### config.mk
export PLATFORM = sky130hd
export DESIGN_NAME = calendar_add_seconds
export DESIGN_NICKNAME = d
export VERILOG_FILES = /design/src/hdl/cas_pkg.sv /design/src/hdl/calendar_add_seconds.sv /design/src/hdl/cas_precompute.sv
export SDC_FILE = /design/constraint.sdc
export NUM_CORES = 1
export LEC_CHECK = 0
export BUFFER_PORTS_ARGS = -buffer_cell sky130_fd_sc_hd__buf_4
export CELL_PAD_IN_SITES_DETAIL_PLACEMENT = 1
export CELL_PAD_IN_SITES_GLOBAL_PLACEMENT = 2
export CORE_MARGIN = 4
export CORE_UTILIZATION = 36
export CTS_BUF_LIST = sky130_fd_sc_hd__clkbuf_8
export DETAILED_ROUTE_END_ITERATION = 10
export GPL_TIMING_DRIVEN = 1
export PLACE_DENSITY = 0.94
export SLEW_MARGIN = 5
export SYNTH_ARGS = -nofsm -noshare
export SYNTH_HDL_FRONTEND = slang
export SYNTH_HIERARCHICAL = 1
export SYNTH_SLANG_ARGS = --single-unit
### constraint.sdc
create_clock -name clk -period 2 [get_ports clk]
set_clock_uncertainty 0.1 [all_clocks]
set_input_delay 0.4 -clock clk [delete_from_list [all_inputs] [get_ports clk]]
set_output_delay 0.4 -clock clk [all_outputs]
set_load 0.03 [all_outputs]
### src/hdl/cas_pkg.sv
// Package for the calendar seconds adder: field limits, month-length lookup
// and the wrap-flag bundle passed between the pre-compute stage and the top.
// No dependencies.
`default_nettype none

package cas_pkg;

    localparam int YEAR_W   = 16;
    localparam int MONTH_W  = 4;
    localparam int DAY_W    = 5;
    localparam int HOUR_W   = 5;
    localparam int MINUTE_W = 6;
    localparam int SECOND_W = 6;

    localparam logic [SECOND_W:0]   SEC_PER_MIN = 7'd60;
    localparam logic [SECOND_W:0]   SECOND_MAX  = 7'd59;
    localparam logic [MINUTE_W-1:0] MINUTE_MAX  = 6'd59;
    localparam logic [HOUR_W-1:0]   HOUR_MAX    = 5'd23;
    localparam logic [MONTH_W-1:0]  MONTH_MAX   = 4'd12;
    localparam logic [MONTH_W-1:0]  MONTH_FIRST = 4'd1;
    localparam logic [DAY_W-1:0]    DAY_FIRST   = 5'd1;

    // Which fields would roll over if a carry reached them
    typedef struct packed {
        logic minute_wrap;
        logic hour_wrap;
        logic day_wrap;
        logic month_wrap;
    } wrap_flags_t;

    // Days in month; February fixed at 28, codes outside 1..12 read as 31
    function automatic logic [DAY_W:0] days_in_month(input logic [MONTH_W-1:0] month);
        logic [DAY_W:0] days;
        case (month)
            4'd2:                      days = 6'd28;
            4'd4, 4'd6, 4'd9, 4'd11:   days = 6'd30;
            default:                   days = 6'd31;
        endcase
        return days;
    endfunction

endpackage

`default_nettype wire

### src/hdl/calendar_add_seconds.sv
// Top level of the calendar seconds adder: three-stage pipeline around the
// roll-over pre-compute. Depends on cas_pkg and cas_precompute.
`default_nettype none

// Usage
//   Command channel: drive the date-time fields and add_seconds with start
//   high; the transaction is taken at that clock edge. busy is always low,
//   so a new transaction may be issued in every cycle.
//   Result channel: done is high for exactly one cycle with the resulting
//   date-time on the *_out ports. The receiver cannot hold results off.
//   Stages, in order from the start edge to the done cycle:
//     stage 1: seconds sum and roll-over flags for minute, hour, day and month
//     stage 2: carry resolved through minute, hour, day and month
//     stage 3: year increment (16-bit add)
//   Throughput: one transaction per cycle, set by the fully pipelined
//   datapath; no stage is shared.
//   February has 28 days in every year; the year wraps from 65535 to 0.
//   Reset clears the valid bits of all stages, so transactions in flight
//   are dropped and done stays low until new ones come through.

module calendar_add_seconds (
    input  wire logic                              clk,
    input  wire logic                              rst_n,
    input  wire logic                              start,
    output logic                                   busy,
    input  wire logic [cas_pkg::YEAR_W-1:0]        year_in,
    input  wire logic [cas_pkg::MONTH_W-1:0]       month_in,
    input  wire logic [cas_pkg::DAY_W-1:0]         day_in,
    input  wire logic [cas_pkg::HOUR_W-1:0]        hour_in,
    input  wire logic [cas_pkg::MINUTE_W-1:0]      minute_in,
    input  wire logic [cas_pkg::SECOND_W-1:0]      second_in,
    input  wire logic [cas_pkg::SECOND_W-1:0]      add_seconds,
    output logic                                   done,
    output logic      [cas_pkg::YEAR_W-1:0]        year_out,
    output logic      [cas_pkg::MONTH_W-1:0]       month_out,
    output logic      [cas_pkg::DAY_W-1:0]         day_out,
    output logic      [cas_pkg::HOUR_W-1:0]        hour_out,
    output logic      [cas_pkg::MINUTE_W-1:0]      minute_out,
    output logic      [cas_pkg::SECOND_W-1:0]      second_out
);
    import cas_pkg::*;

    // Stage 1 signals
    logic [SECOND_W-1:0] second_next;
    logic                sec_carry_next;
    wrap_flags_t         wrap_next;

    logic                v1_reg;
    logic [YEAR_W-1:0]   year1_reg;
    logic [MONTH_W-1:0]  month1_reg;
    logic [DAY_W-1:0]    day1_reg;
    logic [HOUR_W-1:0]   hour1_reg;
    logic [MINUTE_W-1:0] minute1_reg;
    logic [SECOND_W-1:0] second1_reg;
    logic                sec_carry1_reg;
    wrap_flags_t         wrap1_reg;

    // Stage 2 signals
    logic                c_min, c_hour, c_day;
    logic [MONTH_W-1:0]  month2_next;
    logic [DAY_W-1:0]    day2_next;
    logic [HOUR_W-1:0]   hour2_next;
    logic [MINUTE_W-1:0] minute2_next;
    logic                year_carry_next;

    logic                v2_reg;
    logic [YEAR_W-1:0]   year2_reg;
    logic [MONTH_W-1:0]  month2_reg;
    logic [DAY_W-1:0]    day2_reg;
    logic [HOUR_W-1:0]   hour2_reg;
    logic [MINUTE_W-1:0] minute2_reg;
    logic [SECOND_W-1:0] second2_reg;
    logic                year_carry2_reg;

    // Stage 3 signals
    logic                v3_reg;
    logic [YEAR_W-1:0]   year3_reg;
    logic [MONTH_W-1:0]  month3_reg;
    logic [DAY_W-1:0]    day3_reg;
    logic [HOUR_W-1:0]   hour3_reg;
    logic [MINUTE_W-1:0] minute3_reg;
    logic [SECOND_W-1:0] second3_reg;

    // Never stalls
    assign busy = 1'b0;

    cas_precompute u_pre (
        .month        (month_in),
        .day          (day_in),
        .hour         (hour_in),
        .minute       (minute_in),
        .second       (second_in),
        .add_seconds  (add_seconds),
        .second_new   (second_next),
        .second_carry (sec_carry_next),
        .wrap         (wrap_next)
    );

    // Valid bits
    always_ff @(posedge clk or negedge rst_n)
    begin
        if (!rst_n)
        begin
            v1_reg <= 1'b0;
            v2_reg <= 1'b0;
            v3_reg <= 1'b0;
        end
        else
        begin
            v1_reg <= start && !busy;
            v2_reg <= v1_reg;
            v3_reg <= v2_reg;
        end
    end

    // Stage 1 payload
    always_ff @(posedge clk)
    begin
        year1_reg      <= year_in;
        month1_reg     <= month_in;
        day1_reg       <= day_in;
        hour1_reg      <= hour_in;
        minute1_reg    <= minute_in;
        second1_reg    <= second_next;
        sec_carry1_reg <= sec_carry_next;
        wrap1_reg      <= wrap_next;
    end

    // Stage 2: resolve the carry chain from the roll-over flags
    always_comb
    begin
        c_min  = sec_carry1_reg & wrap1_reg.minute_wrap;
        c_hour = c_min  & wrap1_reg.hour_wrap;
        c_day  = c_hour & wrap1_reg.day_wrap;
        year_carry_next = c_day & wrap1_reg.month_wrap;

        minute2_next = minute1_reg;
        if (sec_carry1_reg)
            minute2_next = wrap1_reg.minute_wrap ? '0 : minute1_reg + 6'd1;

        hour2_next = hour1_reg;
        if (c_min)
            hour2_next = wrap1_reg.hour_wrap ? '0 : hour1_reg + 5'd1;

        day2_next = day1_reg;
        if (c_hour)
            day2_next = wrap1_reg.day_wrap ? DAY_FIRST : day1_reg + 5'd1;

        month2_next = month1_reg;
        if (c_day)
            month2_next = wrap1_reg.month_wrap ? MONTH_FIRST : month1_reg + 4'd1;
    end

    always_ff @(posedge clk)
    begin
        year2_reg       <= year1_reg;
        month2_reg      <= month2_next;
        day2_reg        <= day2_next;
        hour2_reg       <= hour2_next;
        minute2_reg     <= minute2_next;
        second2_reg     <= second1_reg;
        year_carry2_reg <= year_carry_next;
    end

    // Stage 3: year increment, wraps naturally at 16 bits
    always_ff @(posedge clk)
    begin
        year3_reg   <= year2_reg + {{(YEAR_W-1){1'b0}}, year_carry2_reg};
        month3_reg  <= month2_reg;
        day3_reg    <= day2_reg;
        hour3_reg   <= hour2_reg;
        minute3_reg <= minute2_reg;
        second3_reg <= second2_reg;
    end

    assign done       = v3_reg;
    assign year_out   = year3_reg;
    assign month_out  = month3_reg;
    assign day_out    = day3_reg;
    assign hour_out   = hour3_reg;
    assign minute_out = minute3_reg;
    assign second_out = second3_reg;

`ifndef SYNTH
    // Every transaction comes out as a done strobe after passing through all stages
    a_latency: assert property (@(posedge clk) disable iff (!rst_n)
        (start && !busy) |-> ##3 done)
        else $error("transaction not delivered after three cycles");

    // No result strobe without a transaction entering the pipeline
    a_no_spurious: assert property (@(posedge clk) disable iff (!rst_n)
        !(start && !busy) |-> ##3 !done)
        else $error("result strobe without a transaction");

    // Seconds always end in range thanks to wrap and saturation
    a_second_range: assert property (@(posedge clk) disable iff (!rst_n)
        done |-> (second_out <= SECOND_MAX[SECOND_W-1:0]))
        else $error("second_out out of range");

    // A year carry only follows a month roll-over
    a_year_carry: assert property (@(posedge clk) disable iff (!rst_n)
        (v2_reg && year_carry2_reg) |-> (month2_reg == MONTH_FIRST && day2_reg == DAY_FIRST))
        else $error("year carry without month and day roll-over");
`endif

endmodule

`default_nettype wire

### src/hdl/cas_precompute.sv
// First-stage logic of the calendar seconds adder: seconds sum with wrap and
// saturation, and the per-field roll-over flags. Depends on cas_pkg.
`default_nettype none

module cas_precompute (
    input  wire logic [cas_pkg::MONTH_W-1:0]  month,
    input  wire logic [cas_pkg::DAY_W-1:0]    day,
    input  wire logic [cas_pkg::HOUR_W-1:0]   hour,
    input  wire logic [cas_pkg::MINUTE_W-1:0] minute,
    input  wire logic [cas_pkg::SECOND_W-1:0] second,
    input  wire logic [cas_pkg::SECOND_W-1:0] add_seconds,
    output logic      [cas_pkg::SECOND_W-1:0] second_new,
    output logic                              second_carry,
    output cas_pkg::wrap_flags_t              wrap
);
    import cas_pkg::*;

    logic [SECOND_W:0] sec_sum;
    logic [SECOND_W:0] sec_less;
    logic [DAY_W:0]    day_inc;

    // Seconds: wrap past 59, saturate if still out of range
    always_comb
    begin
        sec_sum  = {1'b0, second} + {1'b0, add_seconds};
        sec_less = sec_sum - SEC_PER_MIN;
        if (sec_sum > SECOND_MAX)
        begin
            second_carry = 1'b1;
            second_new   = (sec_less > SECOND_MAX) ? SECOND_MAX[SECOND_W-1:0]
                                                   : sec_less[SECOND_W-1:0];
        end
        else
        begin
            second_carry = 1'b0;
            second_new   = sec_sum[SECOND_W-1:0];
        end
    end

    // Roll-over flags, each independent of the carry chain
    always_comb
    begin
        day_inc          = {1'b0, day} + 6'd1;
        wrap.minute_wrap = (minute >= MINUTE_MAX);
        wrap.hour_wrap   = (hour >= HOUR_MAX);
        wrap.day_wrap    = (day_inc > days_in_month(month));
        wrap.month_wrap  = (month >= MONTH_MAX);
    end

endmodule

`default_nettype wire
Yosys cells after proc, flatten, opt, wreduce, memory -nomap -nowiden
Index checks and enable logic that the tools add are counted.
{"block": "totals", "out_inout_bits": 44, "ff_bits": 135, "elab_cells": 63, "inputBits": 51}
{"block": "classes", "eq_ne": 5, "addsub": 8, "order_cmp": 6, "reduce_logical": 1, "n_bitwise": 4, "n_mux": 12}
{"cell": "$mux W6", "count": 4}
{"cell": "$mux W5", "count": 4}
{"cell": "$add A16 B1 Y16", "count": 1}
{"cell": "$gt A7 B6 Y1 const B", "count": 2}
{"cell": "$add A5 B1 Y5 const B", "count": 2}
{"cell": "$eq A4 B3 Y1 const B", "count": 2}
{"cell": "$eq A4 B4 Y1 const B", "count": 2}
{"cell": "$mux W4", "count": 2}
{"cell": "$add A6 B6 Y7", "count": 1}
{"cell": "$sub A7 B6 Y7 const B", "count": 1}
{"cell": "$add A5 B1 Y6 const B", "count": 1}
{"cell": "$add A6 B1 Y6 const B", "count": 1}
{"cell": "$ge A6 B6 Y1 const B", "count": 1}
{"cell": "$gt A6 B5 Y1", "count": 1}
{"cell": "$ge A5 B5 Y1 const B", "count": 1}
{"cell": "$add A4 B1 Y4 const B", "count": 1}
{"cell": "$and A1 B1 Y1", "count": 4}
{"cell": "$eq A4 B2 Y1 const B", "count": 1}
{"cell": "$ge A4 B4 Y1 const B", "count": 1}
{"cell": "$pmux W2 S2", "count": 1}
{"cell": "$reduce_or A4 Y1", "count": 1}
{"cell": "$mux W1", "count": 1}

Longest topological paths before layout
Gate-level depths: netlist (run 1).
{"block": "depth", "ltp_word": 5, "ltp_mapped": 11, "ltp_nobuf": 11}

By module
The synthesis (run 1) kept the hierarchy.
{"mod": "calendar_add_seconds", "instances": 1, "cells_per_inst": 262, "seq_area_each_um2": 2717.6, "area_each_um2": 3477.1}
{"mod": "cas_precompute", "instances": 1, "cells_per_inst": 105, "seq_area_each_um2": 0.0, "area_each_um2": 767.0}

Worst setup path before layout (run 1)
Ideal clock, no wire load.
{"block": "synth_path", "path_type": "input -> register", "startpoint": "input add_seconds[0] in the netlist's numbering", "endpoint": "register second1_reg[3]", "setup_time_ns": 0.136, "t_arrival_ns": 2.345, "setup_slack_ns": -0.581, "n_path_buf": 0, "required_time_ns": 1.764, "path_stages": 11, "path_cell_list": "ha_1 > inv_1 > fa_1 > xnor2_1 > inv_1 > ha_1 > o31ai_1 > nand2_1 > o21ai_2 > and3_1 > a211oi_2"}
{"block": "synth_between", "elab_chain_cells": 5, "word_cells_on_any_way": 6, "classes_between": "add/sub: 2; order compare: 2; mux: 2"}
{"element": "from (decl)", "line_no": "calendar_add_seconds.sv:32", "source": "input wire logic [cas_pkg::SECOND_W-1:0] add_seconds,"}
{"element": "$add A6 B6 Y7 *", "line_no": "cas_precompute.sv:25", "source": "sec_sum = {1'b0, second} + {1'b0, add_seconds};"}
{"element": "$sub A7 B6 Y7", "line_no": "cas_precompute.sv:26", "source": "sec_less = sec_sum - SEC_PER_MIN;"}
{"element": "$gt A7 B6 Y1", "line_no": "cas_precompute.sv:30", "source": "second_new = (sec_less > SECOND_MAX) ? SECOND_MAX[SECOND_W-1:0]"}
{"element": "$mux W6", "line_no": "cas_precompute.sv:30"}
{"element": "$mux W6 *", "line_no": "cas_precompute.sv:27", "source": "if (sec_sum > SECOND_MAX)"}
{"element": "named net second_next[3]", "line_no": "calendar_add_seconds.sv:44", "source": "logic [SECOND_W-1:0] second_next;"}
{"element": "to (signal assigned)", "line_no": "calendar_add_seconds.sv:124", "source": "second1_reg <= second_next;"}
{"element": "to (decl)", "line_no": "calendar_add_seconds.sv:54", "source": "logic [SECOND_W-1:0] second1_reg;"}
The timed path passes the listed nets; every way through them passes the cells marked *.

Final worst setup path (run 1)
{"block": "layout_path", "startpoint": "input second_in[0] in the netlist's numbering", "endpoint": "register second1_reg[3]"}
{"block": "layout_between", "elab_chain_cells": 5, "word_cells_on_any_way": 6, "classes_between": "add/sub: 2; order compare: 2; mux: 2"}
{"element": "from (decl)", "line_no": "calendar_add_seconds.sv:31", "source": "input wire logic [cas_pkg::SECOND_W-1:0] second_in,"}
{"element": "$add A6 B6 Y7 *", "line_no": "cas_precompute.sv:25"}
{"element": "$sub A7 B6 Y7", "line_no": "cas_precompute.sv:26"}
{"element": "$gt A7 B6 Y1", "line_no": "cas_precompute.sv:30"}
{"element": "$mux W6", "line_no": "cas_precompute.sv:30"}
{"element": "$mux W6 *", "line_no": "cas_precompute.sv:27"}
{"element": "named net second_next[3]", "line_no": "calendar_add_seconds.sv:44"}
Marks and branches as above.

==> impl_summary.log, run 1 <==
INFO  metric postSynth.topFlopCell = sky130_fd_sc_hd__dfxtp_1
INFO  metric initial_utilization = roughly 37%
INFO  metric root_buffer = sky130_fd_sc_hd__clkbuf_8
INFO  metric synth.distinct_cells = slightly above 50
INFO  metric gp_congestion = approximately 0.85
INFO  metric synthAdderAreaFrac = between 5 and 6%
INFO  metric setup_viol = 7
INFO  metric mappedNetlistArea = 4240 µm²
INFO  metric peakVddDrop = around 0.00060 V
INFO  metric switching_share = between 20% and 30%
INFO  metric setup_total_negative_slack = -0.732 ns
INFO  metric critical-path-max-stage-delay = 0.44 ns
INFO  metric violations = negative setup slack
INFO  metric power.sequential.fraction = ~46%
INFO  metric tritoncts = built
INFO  metric place.detailed.instances = between 600 and 700
INFO  metric endpoint_kind = register
INFO  metric largest_driver_fanout_on_the_critical_path = 6
INFO  metric final_cells = 697
INFO  metric layout-drive-gt1-share = about 33%
INFO  metric htree_levels = 4
INFO  metric fp.dieW = about 120 µm
INFO  metric fmaxAchievable = between 0.4 and 0.5 GHz
INFO  metric count_of_input_and_output_buffers = 93
INFO  metric final_critical_path_setup_slack = -0.160 ns
INFO  metric die_area = 13600 µm²
INFO  metric finish.net_count = between 600 and 700
INFO  metric dp_hpwl = slightly below 7000 µm
INFO  metric vias = 3205
INFO  metric combinational_family_with_the_most_area_after_synthesis = simple AND/OR/NAND/NOR gates
INFO  metric path_type_of_the_worst_min_delay_path = in -> async
INFO  metric drc = 0
INFO  metric timing.critical_path.slowest_stage_cell = sky130_fd_sc_hd__a2111oi_4
INFO  metric timing.critical_path.required = 2.23 ns
INFO  metric final_core_utilization = between 50% and 60%
INFO  metric cap_viol_max_count = 0
INFO  metric finalHoldViolCount = 0
INFO  metric ctsLongestPathBuffers = 2
INFO  metric first_global_vias = roughly 3400
INFO  metric share_clk_of_total_power = between 30% and 40%
INFO  metric critical_path_cell_by_cell = buf_6 -> ha_4 -> inv_2 -> fa_2 -> nand2b_4 -> a21oi_4 -> xnor2_4 -> a2111oi_4 -> o21ai_4 -> and3_4 -> a211oi_2
INFO  metric ys_seq_area_share = 64.0%
INFO  metric criticalPathCategory = in -> reg
INFO  metric report.power.total = 6.64 mW
INFO  metric vias_per_cell = 4.60
INFO  metric total_internal_power = 5.05 mW
INFO  metric routed_wirelength = around 10000 µm
INFO  metric synthSimpleGateAreaFrac = between 10% and 20%
INFO  metric layout.filler_cells = 1204
INFO  metric layout_common_cells = sky130_fd_sc_hd__dfxtp_1 (132), sky130_fd_sc_hd__buf_4 (114), sky130_fd_sc_hd__dlygate4sd3_1 (38), sky130_fd_sc_hd__nand2_1 (25), sky130_fd_sc_hd__clkbuf_8 (21)
INFO  metric holdWs = 0.217 ns
INFO  metric worst_ep_arrival_time = ~2.4 ns
INFO  metric grt_remaining_overflow = 0
INFO  metric floorplan.io_pins = 95
INFO  metric die_height = about 120 µm
INFO  metric rows = 39
INFO  metric critPathLaunchType = primary input
INFO  metric power.switching = between 1.5 and 2 mW
INFO  metric cts.sinks = about 140
INFO  metric ys.warnings.count = 6
INFO  metric clk_transition_reported_paths = ~0.070 ns
INFO  metric synth-edff-count = 0
INFO  metric seq_cells_post_synth = roughly 140
INFO  metric powerDensity = between 1000 and 1500 nW/µm²
INFO  metric setup_repair_after_global_routing_missed_its_margin = yes
INFO  metric status = finished with violations
INFO  metric final-max-slew-violation-count = 0
INFO  metric part_of_the_cycle_the_worst_path_needs = 108%
INFO  metric combPwrFrac = between 10% and 20%
INFO  metric synthesis.area_per_instance = roughly 12 µm²
INFO  metric post_synth_mux_area_share = 0.531%
INFO  metric synthesis.instances = about 370
INFO  metric synthXorXnorAreaFrac = 4.92%
INFO  metric core-area = between 10000 and 15000 µm²
INFO  metric dr.first_iter.drc_count = ~100
INFO  metric grt_first_pass_wirelength = approximately 16000 µm
INFO  metric clock_insertion_delay_worst_skew = between 0.4 and 0.5 ns
INFO  metric compound_gate_fraction_of_synth_area = under 10%
INFO  metric grt_antenna_before_repair = 1
INFO  metric layout_commonest_cell = sky130_fd_sc_hd__dfxtp_1
INFO  metric final_area = about 6300 µm²
INFO  metric global_route.usage.total = 15.7%
INFO  metric wl_per_cell = between 10 and 15 µm
INFO  metric syn-num-nets = 437
INFO  metric pre_cts_ws = -0.645 ns
INFO  metric drt_pre_antenna_iters = 4
INFO  metric place_area = about 5300 µm²
INFO  metric final_period_minus_worst_setup_slack = around 2.2 ns
INFO  metric p_leak = 2.80 nW
INFO  metric ant_nets = 0
INFO  metric largest_net_degree_at_the_start_of_global_routing = 17
INFO  metric synthArstFlopShare = approximately 2.2%
INFO  metric cts_inserted_buffers = 17
INFO  metric area.growth.synth_to_final = 49.0%
power by group through the flow:
stage / sequential [mW] / combinational (mW) / clock [mW]
6_report: 3.04 / 1.06 / 2.54
3_5_place_dp: 3.10 / 0.908 / 0
5_1_grt: 3.07 / 1.14 / 2.74
3_3_place_gp: 3.09 / 0.880 / 0
4_1_cts: 3.04 / 1.03 / 2.59
2_1_floorplan: 3.24 / 0.355 / 0
critical path, delay by kind of cell:
family | cells | cell delay, ns
adder cells (fa/ha/maj) | 2 | 0.47
XOR/XNOR | 1 | 0.11
AND/OR/NAND/NOR | 2 | 0.33
buffers and inverters | 2 | 0.10
AO/OA/AOI/OAI | 4 | 0.97
final timing paths:
path,cells past startpoint,endpoint,start,slack (ns)
max,11,second1_reg[3],second_in[0],-0.16
min,2,v1_reg,rst_n,0.22
max reg2reg,6,year_out[15],year_carry2_reg,0.19
min reg2reg,0,second_out[3],second2_reg[3],0.23
max in group asynchronous,2,v2_reg,rst_n,1.48
min in group clk,0,second_out[3],second2_reg[3],0.23
logic make-up after synthesis:
| group | Yosys count |
|---|---|
| AND/OR/NAND/NOR | 113 |
| XOR/XNOR | 23 |
| adder cells (fa/ha/maj) | 19 |
| other | 1 |
| multiplexers | 2 |
| AO/OA/AOI/OAI | 55 |
| buffers and inverters | 19 |
| flip-flops | 135 |
routing by layer:
layer  share of wire, %  GRT usage (%)  up-vias
met5                  0              0        -
met4                1.2           5.66        0
met3                4.7           5.03       10
met2                 57           31.2       70
met1                 37           14.9     1515
li1                   -              -     1610
what timing repair did:
item                                   CTS  global route
pin swaps                               25            11
hold buffers                            37             1
endpoints found under the hold margin   39             1
buffers inserted                         7             1
resized for setup                       13             6
setup endpoints to repair                7             7
cell type report:
cell class / instances / area (µm²) / area share, %
diodes: 1 / 2.50 / 0.0396
clock buffers: 21 / 289 / 4.57
clock inverters: 11 / 178 / 2.81
inverters: 15 / 56.3 / 0.890
multi-input cells: 213 / 1590 / 25.2
flip-flops and latches: 135 / 2720 / 43.0
well taps: 143 / 179 / 2.83
repair buffers: 158 / 1310 / 20.7
cell usage after synthesis (5+ instances only):
cell type | count | area (µm²)
sky130_fd_sc_hd__dfxtp_1 | 132 | 2640
sky130_fd_sc_hd__o21ai_0 | 9 | 45.0
sky130_fd_sc_hd__and3_1 | 5 | 31.3
sky130_fd_sc_hd__nand3_1 | 18 | 90.1
sky130_fd_sc_hd__nor2_1 | 19 | 71.3
sky130_fd_sc_hd__inv_1 | 15 | 56.3
sky130_fd_sc_hd__nand2b_1 | 7 | 43.8
sky130_fd_sc_hd__nand2_1 | 26 | 97.6
sky130_fd_sc_hd__nor3_1 | 12 | 60.1
sky130_fd_sc_hd__a21oi_1 | 16 | 80.1
sky130_fd_sc_hd__xnor2_1 | 13 | 114
sky130_fd_sc_hd__ha_1 | 18 | 225
sky130_fd_sc_hd__xor2_1 | 9 | 78.8
No activity file was read; power rests on OpenSTA's default activity.
==> run 2: changes to the inputs <==
- CORE_ASPECT_RATIO: default -> 1.1
==> impl_summary.log, run 2 (synthesis results as in run 1) <==
INFO  metric dp_hpwl = 7160 µm (+4.8%)
INFO  metric setup_total_negative_slack = -1.57 ns (-0.843 ns)
INFO  metric count_of_input_and_output_buffers = 93 (unchanged)
INFO  metric critical_path.top_delay_family = compound AO/OA/AOI/OAI gates
INFO  metric grt_first_pass_wirelength = 17600 µm (+7.5%)
INFO  metric initial_utilization = 36.9% (-0.077 points)
INFO  metric wl_per_cell = 15.4 µm (+4.5%)
INFO  metric holdWs = 0.205 ns (-0.0124 ns)
INFO  metric ctsLongestPathBuffers = 2 (unchanged)
INFO  metric setup_viol = 7 (unchanged)
INFO  metric status = finished with violations
INFO  metric dr.first_iter.drc_count = 73 (-30%)
INFO  metric largest_net_degree_at_the_start_of_global_routing = 17 (unchanged)
INFO  metric finish.net_count = 621 (+1.8%)
INFO  metric rows = 41 (+5.1%)
INFO  metric routed_wirelength = 11000 µm (+6.9%)
INFO  metric drt_pre_antenna_iters = 4 (unchanged)
INFO  metric path_type_of_the_worst_min_delay_path = in -> async
INFO  metric critical_path_cell_by_cell = buf_6 -> ha_4 -> a211o_1 -> a21o_1 -> and2_4 -> buf_6 -> ha_4 -> a32oi_4 -> o31ai_4 -> o311ai_4 -> nand2_1
INFO  metric fp.dieW = 112 µm (-4.3%)
INFO  metric gp_congestion = 0.818 (-4.0%)
INFO  metric global_route.usage.total = 16.6% (+0.92 points)
INFO  metric layout_commonest_cell = sky130_fd_sc_hd__dfxtp_1
INFO  metric critPathLaunchType = primary input
INFO  metric pre_cts_ws = -0.687 ns (-0.0416 ns)
INFO  metric peakVddDrop = 0.000474 V (-20%)
INFO  metric ant_nets = 0 (unchanged)
INFO  metric criticalPathCategory = in -> reg
INFO  metric finalHoldViolCount = 0 (unchanged)
INFO  metric largest_driver_fanout_on_the_critical_path = 3 (-3)
INFO  metric area.growth.synth_to_final = 51.4%
INFO  metric core-area = 11500 µm² (+0.21%)
INFO  metric tritoncts = built
INFO  metric drc = 0 (unchanged)
INFO  metric final-max-slew-violation-count = 0 (unchanged)
INFO  metric htree_levels = 4 (unchanged)
INFO  metric die_area = 13600 µm² (about the same)
INFO  metric cts_inserted_buffers = 17 (unchanged)
INFO  metric part_of_the_cycle_the_worst_path_needs = 112% (+4.5 points)
INFO  metric place_area = 5350 µm² (+0.45%)
INFO  metric clk_transition_reported_paths = 0.07 ns (about the same)
INFO  metric timing.critical_path.required = 2.27 ns (+0.04 ns)
INFO  metric violations = negative setup slack
INFO  metric final_area = 6430 µm² (+1.6%)
INFO  metric fmaxAchievable = 0.445 GHz (-4.0%)
INFO  metric first_global_vias = 3649 (+6.2%)
INFO  metric floorplan.io_pins = 95 (unchanged)
INFO  metric cts.sinks = 135 (unchanged)
INFO  metric endpoint_kind = register
INFO  metric worst_ep_arrival_time = 2.52 ns (+0.13 ns)
INFO  metric setup_repair_after_global_routing_missed_its_margin = yes
INFO  metric layout.filler_cells = 1235 (+2.6%)
INFO  metric layout-drive-gt1-share = 35.3% (+2.8 points)
INFO  metric grt_remaining_overflow = 0 (unchanged)
INFO  metric critical-path-max-stage-delay = 0.34 ns (-0.10 ns)
INFO  metric vias_per_cell = 4.66 (+1.3%)
INFO  metric final_critical_path_setup_slack = -0.249 ns (-0.0897 ns)
INFO  metric final_period_minus_worst_setup_slack = 2.25 ns (+0.0897 ns)
INFO  metric timing.critical_path.slowest_stage_cell = sky130_fd_sc_hd__o31ai_4
INFO  metric die_height = 122 µm (+4.5%)
INFO  metric p_leak = 2.81 nW (+0.41%)
INFO  metric vias = 3320 (+3.6%)
INFO  metric powerDensity = 972 nW/µm² (-7.4%)
INFO  metric layout_common_cells = sky130_fd_sc_hd__dfxtp_1 (132), sky130_fd_sc_hd__buf_4 (120), sky130_fd_sc_hd__dlygate4sd3_1 (38), sky130_fd_sc_hd__nand2_1 (24)
INFO  metric cap_viol_max_count = 0 (unchanged)
INFO  metric cp.buffers_inverters = 2 (unchanged)
INFO  metric antennaDiodeCount = 0 (-1)
INFO  metric root_buffer = sky130_fd_sc_hd__clkbuf_8
INFO  metric grt_antenna_before_repair = 0 (-1)
INFO  metric clock_insertion_delay_worst_skew = 0.42 ns (about the same)
[run 2: cell count changes in the layout (fill, tap and decap cells not counted), moves of 2 or more]
| cell | delta |
|---|---|
| sky130_fd_sc_hd__o31ai_2 | -3 |
| sky130_fd_sc_hd__buf_4 | +6 |
| sky130_fd_sc_hd__clkinvlp_4 | +2 |
| sky130_fd_sc_hd__o31ai_4 | +3 |
| sky130_fd_sc_hd__bufinv_16 | -4 |
| sky130_fd_sc_hd__inv_1 | -2 |
| sky130_fd_sc_hd__clkinv_2 | +3 |
| sky130_fd_sc_hd__clkbuf_8 | -2 |
| sky130_fd_sc_hd__buf_6 | +5 |
[run 2: worst register-to-register path: stages (launching register included)]
cell and delay [ns]:
sky130_fd_sc_hd__dfxtp_1 0.35, sky130_fd_sc_hd__ha_1 0.21, sky130_fd_sc_hd__nand4_2 0.17, sky130_fd_sc_hd__nor4_1 0.46, sky130_fd_sc_hd__buf_4 0.20, sky130_fd_sc_hd__nand2_1 0.06
sky130_fd_sc_hd__xnor2_1 0.12
[run 2: layer usage]
metal / track usage (%) / part of all wire [%]
met2: 33.3 / 58
met3: 5.27 / 4.3
met4: 5.78 / 1.6
met5: 0 / 0
met1: 15.8 / 37
[run 2: power by group]
part | total (mW) | internal, mW | switching, mW
Sequential | 3.05 | 2.94 | 0.108
Combinational | 1.26 | 0.618 | 0.641
Clock | 1.94 | 1.01 | 0.922
[run 2: repair_timing]
item | CTS | global route
setup buffers | 14 | 3
resized for setup | 37 | 2
endpoints found under the hold margin | 40 | 0
setup endpoints to repair | 7 | 7
hold buffers | 38 | 0
pin swaps | 22 | 5
[run 2: final timing paths]
kind / startpoint / endpoint / slack (ns) / cells past startpoint
worst max-delay path: second_in[1] / second1_reg[1] / -0.25 / 11
worst min-delay path: rst_n / done / 0.20 / 2
worst max register to register: year_carry2_reg / year_out[15] / 0.22 / 6
worst min register to register: second2_reg[4] / second_out[4] / 0.23 / 0
max in group asynchronous: rst_n / v1_reg / 1.51 / 2
min in group clk: second2_reg[4] / second_out[4] / 0.23 / 0
[run 2: final cells by class]
type	count	area (µm²)	area share, %
flip-flops and latches	135	2720	42.3
multi-input cells	213	1700	26.5
repair buffers	169	1410	22.0
clock buffers	19	262	4.07
well taps	150	188	2.92
clock inverters	12	87.6	1.36
inverters	15	58.8	0.915
[run 2: through the flow]
step | power, mW | util (%) | instances
6_report | 6.24 | 55.9 | 713
5_1_grt | 6.54 | 55.9 | 713
4_1_cts | 6.25 | 55.7 | 711
3_5_place_dp | 4.02 | 46.6 | 628
3_3_place_gp | 3.98 | 46.6 | 628
2_1_floorplan | 3.60 | - | 367
==> run 3: changes to the inputs <==
- SYNTH_HIERARCHICAL: 1 -> default
==> impl_summary.log, run 3 <==
INFO  metric layout-drive-gt1-share = 36.6% (+1.2 points)
INFO  metric layout_common_cells = sky130_fd_sc_hd__dfxtp_1 (132), sky130_fd_sc_hd__buf_4 (127), sky130_fd_sc_hd__dlygate4sd3_1 (37), sky130_fd_sc_hd__nand2_1 (25), sky130_fd_sc_hd__nand3_1 (21)
INFO  metric synth.distinct_cells = 52 (+2.0%)
INFO  metric worst-slew-pin-transition = 0.477 ns
INFO  metric final_period_minus_worst_setup_slack = 2.44 ns (+0.189 ns)
INFO  metric setup_viol = 7 (unchanged)
INFO  metric slew_headroom = 67.7%
INFO  metric wl_per_cell = 16.2 µm (+4.9%)
INFO  metric synthesis.instances = 370 (+0.82%)
INFO  metric power.sequential.fraction = 45.2% (-3.7 points)
INFO  metric pre_cts_ws = -1.17 ns (-0.485 ns)
INFO  metric vias_per_cell = 4.67 (+0.21%)
INFO  metric antennaDiodeCount = 0 (unchanged)
INFO  metric total_internal_power = 5.03 mW (+10%)
INFO  metric htree_levels = 4 (unchanged)
INFO  metric dp_hpwl = 7430 µm (+3.7%)
INFO  metric largest_net_degree_at_the_start_of_global_routing = 17 (unchanged)
INFO  metric post-synth-top-count-cell = sky130_fd_sc_hd__dfxtp_1
INFO  metric fmaxAchievable = 0.410 GHz (-7.8%)
INFO  metric drt_pre_antenna_iters = 4 (unchanged)
INFO  metric worst_ep_arrival_time = 2.69 ns (+0.17 ns)
INFO  metric endpoint_kind = register
INFO  metric powerDensity = 1040 nW/µm² (+6.7%)
INFO  metric finalHoldViolCount = 0 (unchanged)
INFO  metric ys_seq_area_share = 63.9% (-0.17 points)
INFO  metric floorplan.io_pins = 95 (unchanged)
INFO  metric cts_inserted_buffers = 17 (unchanged)
INFO  metric postSynth.topFlopCell = sky130_fd_sc_hd__dfxtp_1
INFO  metric r2r-end = year_out[10]
INFO  metric routed_wirelength = 11600 µm (+5.8%)
INFO  metric peakVddDrop = 0.000486 V (+2.5%)
INFO  metric mappedNetlistArea = 4260 µm² (+0.27%)
INFO  metric die_area = 13600 µm² (+0.24%)
INFO  metric final_core_utilization = 56.8% (+0.86 points)
INFO  metric grt_remaining_overflow = 0 (unchanged)
INFO  metric finish.net_count = 626 (+0.81%)
INFO  metric p_leak = 2.87 nW (+2.2%)
INFO  metric switching_share = 25.9% (-0.88 points)
INFO  metric timing.critical_path.slowest_stage_cell = sky130_fd_sc_hd__o32a_1
INFO  metric final-max-slew-violation-count = 0 (unchanged)
INFO  metric power.switching = 1.76 mW (+5.2%)
INFO  metric initial_utilization = 36.9% (-0.067 points)
INFO  metric ant_nets = 0 (unchanged)
INFO  metric critPathLaunchType = primary input
INFO  metric synthesis.area_per_instance = 11.5 µm² (-0.55%)
INFO  metric yosysTopAreaCell = sky130_fd_sc_hd__dfxtp_1
INFO  metric setup_repair_after_global_routing_missed_its_margin = yes
INFO  metric report.power.total = 6.79 mW (+8.8%)
INFO  metric core-area = 11500 µm² (+0.45%)
INFO  metric ys.warnings.count = 0 (-6)
INFO  metric cts.sinks = 135 (unchanged)
INFO  metric first_global_vias = 3799 (+4.1%)
INFO  metric seq_cells_post_synth = 135 (unchanged)
INFO  metric clk_transition_reported_paths = 0.07 ns (about the same)
INFO  metric fp.dieW = 112 µm (+0.12%)
INFO  metric die_height = 122 µm (+0.12%)
INFO  metric share_clk_of_total_power = 36.2% (+5.2 points)
INFO  metric status = finished with violations
INFO  metric post-synth-top-area-fraction = 62.1% (-0.16 points)
INFO  metric critPathCapture = second1_reg[4]
INFO  metric synth-edff-count = 0 (unchanged)
INFO  metric area.growth.synth_to_final = 54.0%
INFO  metric r2r_cell_count = 7 (+1)
INFO  metric timing.critical_path.required = 2.25 ns (-0.02 ns)
INFO  metric synth.top_cells.by_area = sky130_fd_sc_hd__dfxtp_1 (62%), sky130_fd_sc_hd__ha_1 (5.3%), sky130_fd_sc_hd__nand3_1 (2.6%), sky130_fd_sc_hd__nand2_1 (2.2%), sky130_fd_sc_hd__xnor2_1 (2.1%)
INFO  metric grt_first_pass_wirelength = 18800 µm (+6.9%)
INFO  metric part_of_the_cycle_the_worst_path_needs = 122% (+9.5 points)
INFO  metric violations = negative setup slack
INFO  metric layout_commonest_cell = sky130_fd_sc_hd__dfxtp_1
INFO  metric ys_top_cells_by_count = sky130_fd_sc_hd__dfxtp_1 (132), sky130_fd_sc_hd__nand2_1 (25), sky130_fd_sc_hd__nand3_1 (22)
INFO  metric drc = 0 (unchanged)
INFO  metric largest_driver_fanout_on_the_critical_path = 5 (+2)
INFO  metric critical_path_cell_by_cell = buf_8 -> ha_4 -> a211oi_4 -> o21ba_4 -> nor2_4 -> ha_1 -> o211ai_1 -> buf_4 -> nor2_2 -> nand4_1 -> o32a_1 -> nand3_1
INFO  metric final_critical_path_setup_slack = -0.439 ns (-0.189 ns)
INFO  metric vias = 3355 (+1.1%)
INFO  metric critical-path-max-stage-delay = 0.42 ns (+0.08 ns)
INFO  metric crit-reg2reg-launch = year2_reg[0]
INFO  metric count_of_input_and_output_buffers = 93 (unchanged)
INFO  metric path_type_of_the_worst_min_delay_path = in -> reg
INFO  metric grt_antenna_before_repair = 0 (unchanged)
INFO  metric gp_congestion = 0.866 (+5.9%)
INFO  metric ctsLongestPathBuffers = 2 (unchanged)
INFO  metric rows = 41 (unchanged)
INFO  metric crit_path_start = second_in[1]
INFO  metric tritoncts = built
INFO  metric syn-num-nets = 440 (+0.69%)
INFO  metric synthArstFlopShare = 2.22% (unchanged)
INFO  metric cap_viol_max_count = 0 (unchanged)
INFO  metric criticalPathCategory = in -> reg
INFO  metric clock_insertion_delay_worst_skew = 0.42 ns (about the same)
INFO  metric global_route.usage.total = 17.6% (+0.93 points)
INFO  metric reg2reg_setup_slack = 0.15 ns (-0.07 ns)
INFO  metric root_buffer = sky130_fd_sc_hd__clkbuf_8
INFO  metric combPwrFrac = 18.6% (-1.6 points)
INFO  metric dr.first_iter.drc_count = 115 (+58%)
-- run 3: cell types whose count changed after synthesis, moves of 3 or more --
cell                       change
sky130_fd_sc_hd__nand3_1       +4
sky130_fd_sc_hd__o211ai_1      +3
sky130_fd_sc_hd__o21ai_0       +8
sky130_fd_sc_hd__o21ai_1       -3
sky130_fd_sc_hd__o31ai_1       -4
sky130_fd_sc_hd__xnor2_1       -3
-- run 3: kinds of logic after synthesis --
| group | after synthesis | share of synthesized area [%] |
|---|---|---|
| simple gates | 116 | 13.9 |
| xor+xnor | 21 | 4.50 |
| fa+ha+maj | 19 | 5.76 |
| flops | 135 | 63.9 |
| mux | 5 | 1.56 |
| other cells | 1 | 0.0881 |
| compound gates | 55 | 8.67 |
| buf+inv | 18 | 1.68 |
-- run 3: worst min path at each step --
stage / cells past startpoint / slack (ns) / to / startpoint
after global routing: 1 / 0.006 / day1_reg[0] / day_in[0]
after CTS: 1 / 0.004 / day1_reg[0] / day_in[0]
after floorplan: 0 / 0.004 / done / rst_n
after global placement: 1 / 0.09 / v1_reg / rst_n
after detailed placement: 1 / 0.09 / v1_reg / rst_n
final: 1 / 0.04 / day1_reg[0] / day_in[0]
-- run 3: layout make-up --
cell class                 instances  area (µm²)
clock buffer                      20         275
clock inverter                    12         175
fill                            1227        4990
inverter                          14        52.6
multi-input combinational        217        1740
sequential                       135        2720
tap                              150         188
timing repair buffer             171        1410
-- run 3: through the flow --
stage	std cells	TNS, ns	cell area, µm²	hold WS (ns)
floorplan	370	-4.27	4310	0.00441
global placement	644	-5.76	5440	0.0874
detailed placement	644	-7.17	5440	0.0920
CTS	718	-1.92	6450	0.00428
global route	719	-2.65	6560	0.00627
finish	719	-2.31	6560	0.0412
-- run 3: worst max-delay path: cells and delay by family --
kind	cells	cell delay, ns
AO/OA/AOI/OAI	4	1.08
buffers and inverters	2	0.28
adder cells (fa/ha/maj)	2	0.54
AND/OR/NAND/NOR	4	0.38
-- run 3: power groups by stage --
stage                     Sequential, mW  Combinational (mW)  Clock [mW]
after CTS                           3.07                1.20        2.48
final                               3.07                1.26        2.46
after global placement              3.12               0.995           0
after floorplan                     3.28               0.383           0
after global routing                3.10                1.35        2.64
after detailed placement            3.13                1.04           0
-- run 3: repair_timing --
item,in CTS,in global routing
pin swaps,19,22
buffers inserted,7,5
hold buffers,36,1
endpoints found under the setup margin,7,11
hold endpoints to repair,38,1
gates resized for setup,29,19
-- run 3: layer usage --
| layer | track usage [%] | part of all wire (%) | wire length (µm) |
|---|---|---|---|
| met1 | 17.1 | 37 | 4260 |
| met2 | 35.3 | 57 | 6660 |
| met3 | 4.72 | 4.5 | 520 |
| met4 | 6.01 | 1.5 | 174 |
| met5 | 0 | 0 | 0 |
